File: config.mk
export PLATFORM = sky130hd
export DESIGN_NAME = per_source_duplicate_tracker
export DESIGN_NICKNAME = d
export VERILOG_FILES = /design/src/rtl/pdt_pkg.sv /design/src/rtl/pdt_ctrl.sv /design/src/rtl/pdt_datapath.sv /design/src/rtl/per_source_duplicate_tracker.sv
export SDC_FILE = /design/constraint.sdc
export NUM_CORES = 2
export LEC_CHECK = 0
export ABC_AREA = 1
export BUFFER_PORTS_ARGS = -buffer_cell sky130_fd_sc_hd__buf_2
export CORE_ASPECT_RATIO = 0.75
export CORE_MARGIN = 4
export CORE_UTILIZATION = 25
export CTS_BUF_LIST = sky130_fd_sc_hd__clkbuf_8
export CTS_CLUSTER_DIAMETER = 150
export DETAILED_ROUTE_END_ITERATION = 7
export REMOVE_ABC_BUFFERS = 1
export SETUP_SLACK_MARGIN = 0.2
export SLEW_MARGIN = 20
export SYNTH_ARGS = -nofsm -noshare
export SYNTH_HDL_FRONTEND = slang
export SYNTH_HIERARCHICAL = 1
export SYNTH_SLANG_ARGS = --single-unit
File: constraint.sdc
create_clock -name clk -period 15.9 [get_ports clk]
set_input_delay 1.59 -clock clk [delete_from_list [all_inputs] [get_ports clk]]
set_output_delay 1.59 -clock clk [all_outputs]
set_load 0.005 [all_outputs]
File: src/rtl/pdt_pkg.sv
// shared constants and types of the per-source duplicate tracker
package pdt_pkg;

    // table size and derived widths
    localparam int ENTRIES = 32;
    localparam int IDX_W   = (ENTRIES > 1) ? $clog2(ENTRIES) : 1;
    localparam int CNT_W   = $clog2(ENTRIES + 1);

    // field widths
    localparam int ADDR_W = 16;
    localparam int SEQ_W  = 16;
    localparam int CTR_W  = 16;
    localparam int STAT_W = 2;

    // stream widths, padded to whole bytes
    localparam int IN_BITS  = ADDR_W + SEQ_W;
    localparam int IN_W     = ((IN_BITS + 7) / 8) * 8;
    localparam int OUT_BITS = ADDR_W + 3 * CTR_W + STAT_W;
    localparam int OUT_W    = ((OUT_BITS + 7) / 8) * 8;

    // result status codes
    localparam logic [STAT_W-1:0] ST_NEW_SOURCE = 2'd0;
    localparam logic [STAT_W-1:0] ST_NEW_SEQ    = 2'd1;
    localparam logic [STAT_W-1:0] ST_DUPLICATE  = 2'd2;
    localparam logic [STAT_W-1:0] ST_FULL       = 2'd3;

    // commands from controller to datapath
    typedef struct packed {
        logic load;
        logic match;
        logic resolve;
        logic update;
    } cmd_t;

    // status from datapath to controller
    typedef struct packed {
        logic out_free;
    } stat_t;

endpackage

File: src/rtl/pdt_ctrl.sv
// controller state machine: sequences one request through compare, resolve and update
module pdt_ctrl
(
    input  logic          clk,
    input  logic          rst_n,
    input  logic          s_tvalid,
    output logic          s_tready,
    input  pdt_pkg::stat_t stat,
    output pdt_pkg::cmd_t  cmd
);

    typedef enum logic [3:0] {
        S_IDLE    = 4'b0001,
        S_MATCH   = 4'b0010,
        S_RESOLVE = 4'b0100,
        S_UPDATE  = 4'b1000
    } state_t;

    state_t state_reg;
    state_t state_next;

    // state register
    always_ff @(posedge clk or negedge rst_n)
    begin
        if (!rst_n)
        begin
            state_reg <= S_IDLE;
        end
        else
        begin
            state_reg <= state_next;
        end
    end

    // next state and commands
    always_comb
    begin
        state_next  = state_reg;
        cmd         = '0;
        s_tready    = 1'b0;
        unique case (state_reg)
            S_IDLE:
            begin
                s_tready = 1'b1;
                if (s_tvalid)
                begin
                    cmd.load   = 1'b1;
                    state_next = S_MATCH;
                end
            end
            S_MATCH:
            begin
                cmd.match  = 1'b1;
                state_next = S_RESOLVE;
            end
            S_RESOLVE:
            begin
                cmd.resolve = 1'b1;
                state_next  = S_UPDATE;
            end
            S_UPDATE:
            begin
                // hold until the output register can take the result
                if (stat.out_free)
                begin
                    cmd.update = 1'b1;
                    state_next = S_IDLE;
                end
            end
            default:
            begin
                state_next = S_IDLE;
            end
        endcase
    end

endmodule

File: src/rtl/pdt_datapath.sv
// datapath: source table, parallel address compare, counter update and result register
module pdt_datapath
(
    input  logic                          clk,
    input  logic                          rst_n,
    input  pdt_pkg::cmd_t                 cmd,
    output pdt_pkg::stat_t                stat,
    input  logic [pdt_pkg::IN_W-1:0]      s_tdata,
    output logic                          m_tvalid,
    input  logic                          m_tready,
    output logic [pdt_pkg::OUT_W-1:0]     m_tdata
);

    // table cells
    logic [pdt_pkg::ADDR_W-1:0] addr_reg [pdt_pkg::ENTRIES];
    logic [pdt_pkg::CTR_W-1:0]  recv_reg [pdt_pkg::ENTRIES];
    logic [pdt_pkg::SEQ_W-1:0]  seq_reg  [pdt_pkg::ENTRIES];
    logic [pdt_pkg::CTR_W-1:0]  dups_reg [pdt_pkg::ENTRIES];

    // cells in use, always the lowest ones
    logic [pdt_pkg::CNT_W-1:0]  fill_reg;
    logic [pdt_pkg::CTR_W-1:0]  global_reg;

    // request in flight
    logic [pdt_pkg::ADDR_W-1:0] src_reg;
    logic [pdt_pkg::SEQ_W-1:0]  req_seq_reg;
    logic [pdt_pkg::ENTRIES-1:0] match_reg;
    logic [pdt_pkg::IDX_W-1:0]  idx_reg;
    logic                       hit_reg;

    // result register
    logic                        out_valid_reg;
    logic [pdt_pkg::CTR_W-1:0]   out_recv_reg;
    logic [pdt_pkg::CTR_W-1:0]   out_dups_reg;
    logic [pdt_pkg::CTR_W-1:0]   out_global_reg;
    logic [pdt_pkg::STAT_W-1:0]  out_status_reg;
    logic [pdt_pkg::ADDR_W-1:0]  out_addr_reg;

    logic [pdt_pkg::ENTRIES-1:0] match_next;
    logic [pdt_pkg::IDX_W-1:0]   idx_next;
    logic [pdt_pkg::IDX_W-1:0]   fill_idx;
    logic                        table_full;

    assign fill_idx   = fill_reg[pdt_pkg::IDX_W-1:0];
    assign table_full = (fill_reg == pdt_pkg::CNT_W'(pdt_pkg::ENTRIES));

    // per-cell address compare, masked to cells in use
    always_comb
    begin
        for (int k = 0; k < pdt_pkg::ENTRIES; k++)
        begin
            match_next[k] = (addr_reg[k] == src_reg) &&
                            (pdt_pkg::CNT_W'(k) < fill_reg);
        end
    end

    // lowest matching cell
    always_comb
    begin
        idx_next = '0;
        for (int k = pdt_pkg::ENTRIES - 1; k >= 0; k--)
        begin
            if (match_reg[k])
            begin
                idx_next = pdt_pkg::IDX_W'(k);
            end
        end
    end

    // request capture, compare and resolve registers
    always_ff @(posedge clk)
    begin
        if (cmd.load)
        begin
            src_reg     <= s_tdata[pdt_pkg::ADDR_W-1:0];
            req_seq_reg <= s_tdata[pdt_pkg::ADDR_W +: pdt_pkg::SEQ_W];
        end
        if (cmd.match)
        begin
            match_reg <= match_next;
        end
        if (cmd.resolve)
        begin
            idx_reg <= idx_next;
            hit_reg <= |match_reg;
        end
    end

    // table writes and result payload
    always_ff @(posedge clk)
    begin
        if (cmd.update)
        begin
            out_addr_reg <= src_reg;
            if (hit_reg)
            begin
                if (seq_reg[idx_reg] != req_seq_reg)
                begin
                    recv_reg[idx_reg] <= recv_reg[idx_reg] + 1'b1;
                    seq_reg[idx_reg]  <= req_seq_reg;
                    out_recv_reg      <= recv_reg[idx_reg] + 1'b1;
                    out_dups_reg      <= dups_reg[idx_reg];
                    out_global_reg    <= global_reg;
                    out_status_reg    <= pdt_pkg::ST_NEW_SEQ;
                end
                else
                begin
                    dups_reg[idx_reg] <= dups_reg[idx_reg] + 1'b1;
                    out_recv_reg      <= recv_reg[idx_reg];
                    out_dups_reg      <= dups_reg[idx_reg] + 1'b1;
                    out_global_reg    <= global_reg + 1'b1;
                    out_status_reg    <= pdt_pkg::ST_DUPLICATE;
                end
            end
            else if (!table_full)
            begin
                addr_reg[fill_idx] <= src_reg;
                recv_reg[fill_idx] <= pdt_pkg::CTR_W'(1);
                seq_reg[fill_idx]  <= req_seq_reg;
                dups_reg[fill_idx] <= '0;
                out_recv_reg       <= pdt_pkg::CTR_W'(1);
                out_dups_reg       <= '0;
                out_global_reg     <= global_reg;
                out_status_reg     <= pdt_pkg::ST_NEW_SOURCE;
            end
            else
            begin
                out_recv_reg   <= '0;
                out_dups_reg   <= '0;
                out_global_reg <= global_reg;
                out_status_reg <= pdt_pkg::ST_FULL;
            end
        end
    end

    // fill count, global duplicate total and result valid
    always_ff @(posedge clk or negedge rst_n)
    begin
        if (!rst_n)
        begin
            fill_reg      <= '0;
            global_reg    <= '0;
            out_valid_reg <= 1'b0;
        end
        else
        begin
            if (cmd.update)
            begin
                out_valid_reg <= 1'b1;
                if (hit_reg && (seq_reg[idx_reg] == req_seq_reg))
                begin
                    global_reg <= global_reg + 1'b1;
                end
                if (!hit_reg && !table_full)
                begin
                    fill_reg <= fill_reg + 1'b1;
                end
            end
            else if (m_tready)
            begin
                out_valid_reg <= 1'b0;
            end
        end
    end

    assign stat.out_free = !out_valid_reg || m_tready;
    assign m_tvalid      = out_valid_reg;
    assign m_tdata       = pdt_pkg::OUT_W'({out_status_reg, out_global_reg, out_dups_reg,
                                            out_recv_reg, out_addr_reg});

endmodule

File: src/rtl/per_source_duplicate_tracker.sv
// top level of the per-source duplicate tracker: controller and datapath
// a request passes the match, resolve and update states, then its result sets m_tvalid
// a new request is taken only in idle, once the previous one has left the update step
// the update step waits while the output register holds an untaken result
// reset (rst_n, asynchronous, active low) empties the table at once via the fill count
// and clears the global duplicate total and the output valid
module per_source_duplicate_tracker
(
    input  logic                      clk,
    input  logic                      rst_n,
    input  logic                      s_tvalid,
    output logic                      s_tready,
    // source_addr [15:0], seq_count [31:16]
    input  logic [pdt_pkg::IN_W-1:0]  s_tdata,
    output logic                      m_tvalid,
    input  logic                      m_tready,
    // echo_addr [15:0], receive_total [31:16], dup_total_source [47:32],
    // dup_total_all [63:48], status [65:64], zero [71:66]
    output logic [pdt_pkg::OUT_W-1:0] m_tdata
);

    pdt_pkg::cmd_t  cmd;
    pdt_pkg::stat_t stat;

    // request sequencing
    pdt_ctrl u_ctrl
    (
        .clk      (clk),
        .rst_n    (rst_n),
        .s_tvalid (s_tvalid),
        .s_tready (s_tready),
        .stat     (stat),
        .cmd      (cmd)
    );

    // table and result register
    pdt_datapath u_datapath
    (
        .clk      (clk),
        .rst_n    (rst_n),
        .cmd      (cmd),
        .stat     (stat),
        .s_tdata  (s_tdata),
        .m_tvalid (m_tvalid),
        .m_tready (m_tready),
        .m_tdata  (m_tdata)
    );

endmodule

# Word level (Yosys, flattened, before mapping)
# Memory sizes are Yosys's and may differ from the RTL's.
# Index checks and enable logic that the tools add are counted.
op_classes:
  n_addsub: 4
  order_cmp: 32
  eq_ne: 41
  mux: 73
  reduce_logical: 50
op_table:
  columns: ["op", "n"]
  rows:
  - ["== test 16 bit", 33]
  - ["two-way mux 16 bit", 8]
  - ["less-than comparator 5 x 6 -> 1 bit (first input constant)", 16]
  - ["two-way mux 5 bit", 19]
  - ["OR reduction 16 bit", 4]
  - ["adder 16 x 1 -> 16 bit (second input constant)", 3]
  - ["less-than comparator 4 x 6 -> 1 bit (first input constant)", 8]
  - ["two-way mux 4 bit", 10]
  - ["logical AND 1 bit", 34]
  - ["OR reduction 32 bit", 1]
  - ["two-way mux 1 bit", 26]
  - ["less-than comparator 3 x 6 -> 1 bit (first input constant)", 4]
  - ["!= test 16 bit", 1]
  - ["case mux 4 bit (4 select lines)", 1]
  - ["less-than comparator 1 x 6 -> 1 bit (first input constant)", 2]
  - ["less-than comparator 2 x 6 -> 1 bit (first input constant)", 2]
  - ["two-way mux 3 bit", 4]
  - ["two-way mux 2 bit", 5]
  - ["OR reduction 8 bit", 1]
  - ["adder 6 x 1 -> 6 bit (second input constant)", 1]
  - ["== test 6 bit (second input constant)", 1]
  - ["AND reduction 2 bit", 3]
  - ["== test 4 x 1 -> 1 bit (second input constant)", 1]
  - ["== test 4 x 2 -> 1 bit (second input constant)", 1]
  - ["other kinds (8)", 11]
totals:
  register_bits: 163
  mem_bits_rw: 2048
  input_bits: 36
  out_inout_bits: 74
  wordCells: 222
  mem_count: 4
memory_table:
  columns: ["name", "words", "word_bits", "rd", "rd_ports_with_merged_regs", "write_ports", "line", "text"]
  rows:
  - ["u_datapath.addr_reg", 32, 16, 32, 0, 1, "pdt_datapath.sv:15", "logic [pdt_pkg::ADDR_W-1:0] addr_reg [pdt_pkg::ENTRIES];"]
  - ["u_datapath.dups_reg", 32, 16, 1, 0, 1, "pdt_datapath.sv:18", "logic [pdt_pkg::CTR_W-1:0] dups_reg [pdt_pkg::ENTRIES];"]
  - ["u_datapath.recv_reg", 32, 16, 1, 0, 1, "pdt_datapath.sv:16", "logic [pdt_pkg::CTR_W-1:0] recv_reg [pdt_pkg::ENTRIES];"]
  - ["u_datapath.seq_reg", 32, 16, 1, 0, 1, "pdt_datapath.sv:17", "logic [pdt_pkg::SEQ_W-1:0] seq_reg [pdt_pkg::ENTRIES];"]

# Longest topological paths before layout
depth:
  depth_word: 31
  depth_mapped: 31
  ltp_nobuf: 31

# Hierarchy
# Netlist, hierarchy kept.
modules_own_cells:
  columns: ["module", "instances", "cells_per_inst", "area_each_um2", "seq_area_each_um2"]
  rows:
  - ["pdt_datapath", 1, 6633, 89866.2, 66158.5]
  - ["pdt_ctrl", 1, 29, 221.5, 101.3]

# Worst setup path before layout
# OpenSTA, ideal clock, no wires.
synth_path:
  path_kind: "input -> register"
  from: "input m_tready"
  to: "memory u_datapath/recv_reg[10][0] (netlist name) (enable)"
  setup_ns: 0.421
  t_arrival_ns: 7.455
  required_ns: 15.479
  slack_ns: 8.024
  cell_stages: 13
  path_buffers: 1
  cell_sequence: "inv_1 > nand2_1 > inv_1 > nor2_1 > inv_1 > nor2_1 > inv_1 > clkbuf_1 > o21ai_0 > nand2_1 > nor2_1 > nand2_1 > nor2_1"
synth_rtl:
  columns: ["item", "line", "text"]
  rows:
  - ["start: declaration", "per_source_duplicate_tracker.sv:16", "input logic m_tready,"]
  - ["end: declaration", "pdt_datapath.sv:16", null]

# Worst setup path in the final report
layout_path:
  from: "register u_datapath/idx_reg[0] (netlist name)"
  to: "memory u_datapath/recv_reg[8][6] (netlist name) (enable)"
layout_between:
  elab_chain_cells: 7
  elab_cells_between_ends: 8
  cone_classes: "eq/ne (1); mux (6); memory (1)"
layout_rtl:
  columns: ["item", "line", "text"]
  rows:
  - ["start: declaration", "pdt_datapath.sv:28", "logic [pdt_pkg::IDX_W-1:0] idx_reg;"]
  - ["start signal: assignment", "pdt_datapath.sv:84", "idx_reg <= idx_next;"]
  - ["memory (32 x 16 bit)", null, null]
  - ["!= test 16 bit", "pdt_datapath.sv:97", "if (seq_reg[idx_reg] != req_seq_reg)"]
  - ["two-way mux 1 bit", "pdt_datapath.sv:97", null]
  - ["two-way mux 1 bit", "pdt_datapath.sv:95", "if (hit_reg)"]
  - ["two-way mux 1 bit", "pdt_datapath.sv:92", "if (cmd.update)"]
  - ["two-way mux 1 bit (not written as such)", "pdt_datapath.sv:99", "recv_reg[idx_reg] <= recv_reg[idx_reg] + 1'b1;"]
  - ["two-way mux 1 bit (no line)", null, null]
# Parallel ways exist; a longest one is shown, timed or not.

==> qor.txt <==
Post-Synthesis Cells -> 6662
WL per Instance -> 22.0 µm
Initial DRC Count -> 7318
Fin cells -> 11947
Fin. Hold Viols -> 0
Port bufs -> 103
Pin count of the biggest net entering global routing -> 205
Layout area overhead -> 14.2%
Cell Area, Synth -> 0.0901 mm²
Final Max Slew Viols -> 0
CTS Hold Bufs -> 0
Yosys cell types -> 59
Die Y -> 528 µm
CTS tree -> yes
Worst relative slew slack -> 22.9%
Synth warnings -> 6
Post_cts resized -> 0
Layout cell share with drive strength beyond 1 -> 13.6%
WL final -> 263 mm
Lkg Pwr -> 0.0326 µW
Row Count -> 190
Final setup fails -> 0
Setup TNS -> 0 ns
IO Count -> 110
Tmin final -> 7.86 ns
Setup CP Type -> reg -> reg
First-pass GRT wire length -> 380 mm
Hold Crit Class -> reg -> reg
Root Driver -> clkbuf_8
CTS max path bufs -> 4
Fin Hold WS -> 0.554 ns
#FFs+latches synth -> 2211
H-tree depth -> 5
GRT Overall Usage -> 13.6%
Most common cell after layout, fill and taps aside -> edfxtp_1
1st-pass router iterations -> 6
Worst Path Max Fanout -> 86
Slew @ Worst Pin -> 1.15 ns
Max-Cap Viols -> 0
Num CTS Buffers -> 352
Vias in the first global route -> 54973
RSZ-0062 raised after global routing -> no
Required time worst endpoint -> 16.56 ns
Routability cong. -> 0.877
Antenna violations before repair -> 25
Average size of a mapped cell -> 13.5 µm²
Pwr per Cell Area -> 123 mW/mm²
Dpl hpwl -> 156 mm
Vias per Instance -> 4.83
Nature of the critical path startpoint -> register
Post-route DRC -> 0
DIE AREA -> 0.370 mm²
Peak VDD IR -> 69.5 µV
Clock latency on the worst-skew pair -> 1.03 ns
Max Clock Skew -> 0.132 ns
Fin util -> 28.7%
Top FF cell, synth -> edfxtp_1
Status -> complete, no violations
Number of flops mapped to enable cells by yosys -> 2184
Async S/R FF share, synth -> 1.22%
Core area -> 0.358 mm²
Seq/Total Area, Yosys -> 73.6%
CTS Sinks -> 2211
Part of the cycle the worst path needs -> 49.4%
Post-CTS Setup Inserts -> 0
DP Cell Count -> 11314
Commonest cells after routing, fill and taps aside -> edfxtp_1 (2184), nor2_1 (990), o21ai_0 (797), nand2_1 (445), clkbuf_8 (356)
Initial Util -> 25.2%
Tot Pwr -> 12700 µW
Nets -> 6931
Fmax -> 127 MHz
Global route overflow -> 0
Die extent in x -> 701 µm
Critical Path AT -> 8.52 ns
Setup crit end kind -> register
CTS clock-pin slew for the worst setup and hold paths -> 0.06 ns
Antenna viol nets, final -> 0
Via count -> 57729
==> path summary, 6_finish.rpt <==
check	startpoint	to	slack (ns)	cells past startpoint
worst max-delay path	u_datapath/idx_reg[0]$_SDFFCE_PP0P_	u_datapath/recv_reg[8][6]$_DFFE_PP_	8.04	20
worst min-delay path	u_datapath/global_reg[0]$_DFFE_PN0P_	u_datapath/global_reg[0]$_DFFE_PN0P_	0.55	1
worst max register to register	u_datapath/idx_reg[0]$_SDFFCE_PP0P_	u_datapath/recv_reg[8][6]$_DFFE_PP_	8.04	20
worst min register to register	u_datapath/global_reg[0]$_DFFE_PN0P_	u_datapath/global_reg[0]$_DFFE_PN0P_	0.55	1
max in group asynchronous	rst_n	u_datapath/fill_reg[0]$_DFFE_PN0P_	14.67	1
min in group asynchronous	rst_n	u_datapath/global_reg[8]$_DFFE_PN0P_	0.74	1
==> worst max-delay path, cell delays in order, from the launching register on <==
cell and delay, ns:
edfxtp_1 0.45, buf_4 0.72, buf_4 0.78, buf_4 0.83, buf_4 0.61, o21ai_0 0.18, o221ai_1 0.31, nand3_1 0.12
a21oi_1 0.18, or2_1 0.15, xnor2_1 0.17, nand4_1 0.14, nor2_1 0.22, nand2_1 0.25, nand2_2 0.11, buf_4 0.32
inv_2 0.23, o21ai_4 0.16, buf_4 0.81, nor2_4 0.32, buf_16 0.27
==> cells in the mapped netlist (3+ instances only) <==
library cell | number | area (µm²)
a2111oi_0 | 7 | 61.3
buf_8 | 4 | 60.1
buf_4 | 80 | 601
nor4_1 | 45 | 282
o221ai_1 | 290 | 2540
a211oi_1 | 8 | 60.1
ha_1 | 7 | 87.6
a32oi_1 | 3 | 26.3
a21oi_1 | 32 | 160
inv_2 | 8 | 30.0
inv_1 | 153 | 574
o22ai_1 | 160 | 1000
o2111ai_1 | 11 | 96.3
a22o_1 | 18 | 158
o21ai_2 | 3 | 26.3
a32o_1 | 4 | 40.0
buf_2 | 122 | 611
nand3_1 | 220 | 1100
xnor2_1 | 112 | 981
clkinv_1 | 8 | 30.0
o31ai_1 | 9 | 67.6
or2_1 | 3 | 18.8
nand2_1 | 446 | 1670
or2_2 | 127 | 795
o21ai_0 | 797 | 3990
edfxtp_1 | 2184 | 65600
buf_6 | 39 | 439
o211ai_1 | 28 | 210
a221oi_1 | 86 | 753
nor2_1 | 1060 | 3980
o21a_1 | 3 | 22.5
o21ai_1 | 121 | 606
nand4_1 | 16 | 100
buf_1 | 32 | 120
nor2_2 | 11 | 68.8
nand2_2 | 6 | 37.5
clkbuf_1 | 158 | 593
dfrtp_1 | 26 | 651
a21oi_2 | 3 | 26.3
a31oi_1 | 8 | 50.1
nor3_1 | 11 | 55.1
xor2_1 | 172 | 1510
==> where the power goes <==
| part | leakage, µW | total [µW] | switching, µW | internal, µW |
|---|---|---|---|---|
| clock | 0.00358 | 4480 | 2250 | 2240 |
| sequential | 0.0200 | 6710 | 27.8 | 6690 |
| combinational | 0.00905 | 1470 | 1140 | 339 |
| total | 0.0326 | 12700 | 3410 | 9260 |
==> logic make-up after synthesis <==
family	count (synthesis)	synth area share (%)
fa+ha+maj	7	0.0972
mux	2	0.0222
xor+xnor	284	2.76
compound gates	1599	11.1
other cells	1	0.00416
flops	2211	73.6
simple gates	1951	9.08
buf+inv	607	3.41
==> final cells by class <==
| cell class | instances | area, µm² |
|---|---|---|
| Clock buffer | 356 | 4900 |
| Clock inverter | 255 | 1390 |
| Sequential cell | 2211 | 66300 |
| Fill cell | 36006 | 255000 |
| Antenna cell | 2 | 5.00 |
| Inverter | 171 | 667 |
| Tap cell | 4800 | 6010 |
| Multi-Input combinational cell | 3849 | 21200 |
| Timing Repair Buffer | 303 | 2470 |
==> metrics by stage <==
stage / worst slack, ns / area [µm²]
global route: 7.80 / 103000
global placement: 8.19 / 96000
floorplan: -18.76 / 87700
detailed placement: 8.20 / 96100
finish: 8.04 / 103000
CTS: 8.21 / 102000
==> routing by layer <==
metal  vias to the layer above  wire length (µm)  track usage (%)
met1                     28986            108000             18.4
met5                         -                13                0
met4                         2              9970             5.10
met2                      2900            120000             21.4
li1                      25383                 -                -
met3                       458             25600             3.05
No activity file was read; power rests on OpenSTA's default activity.
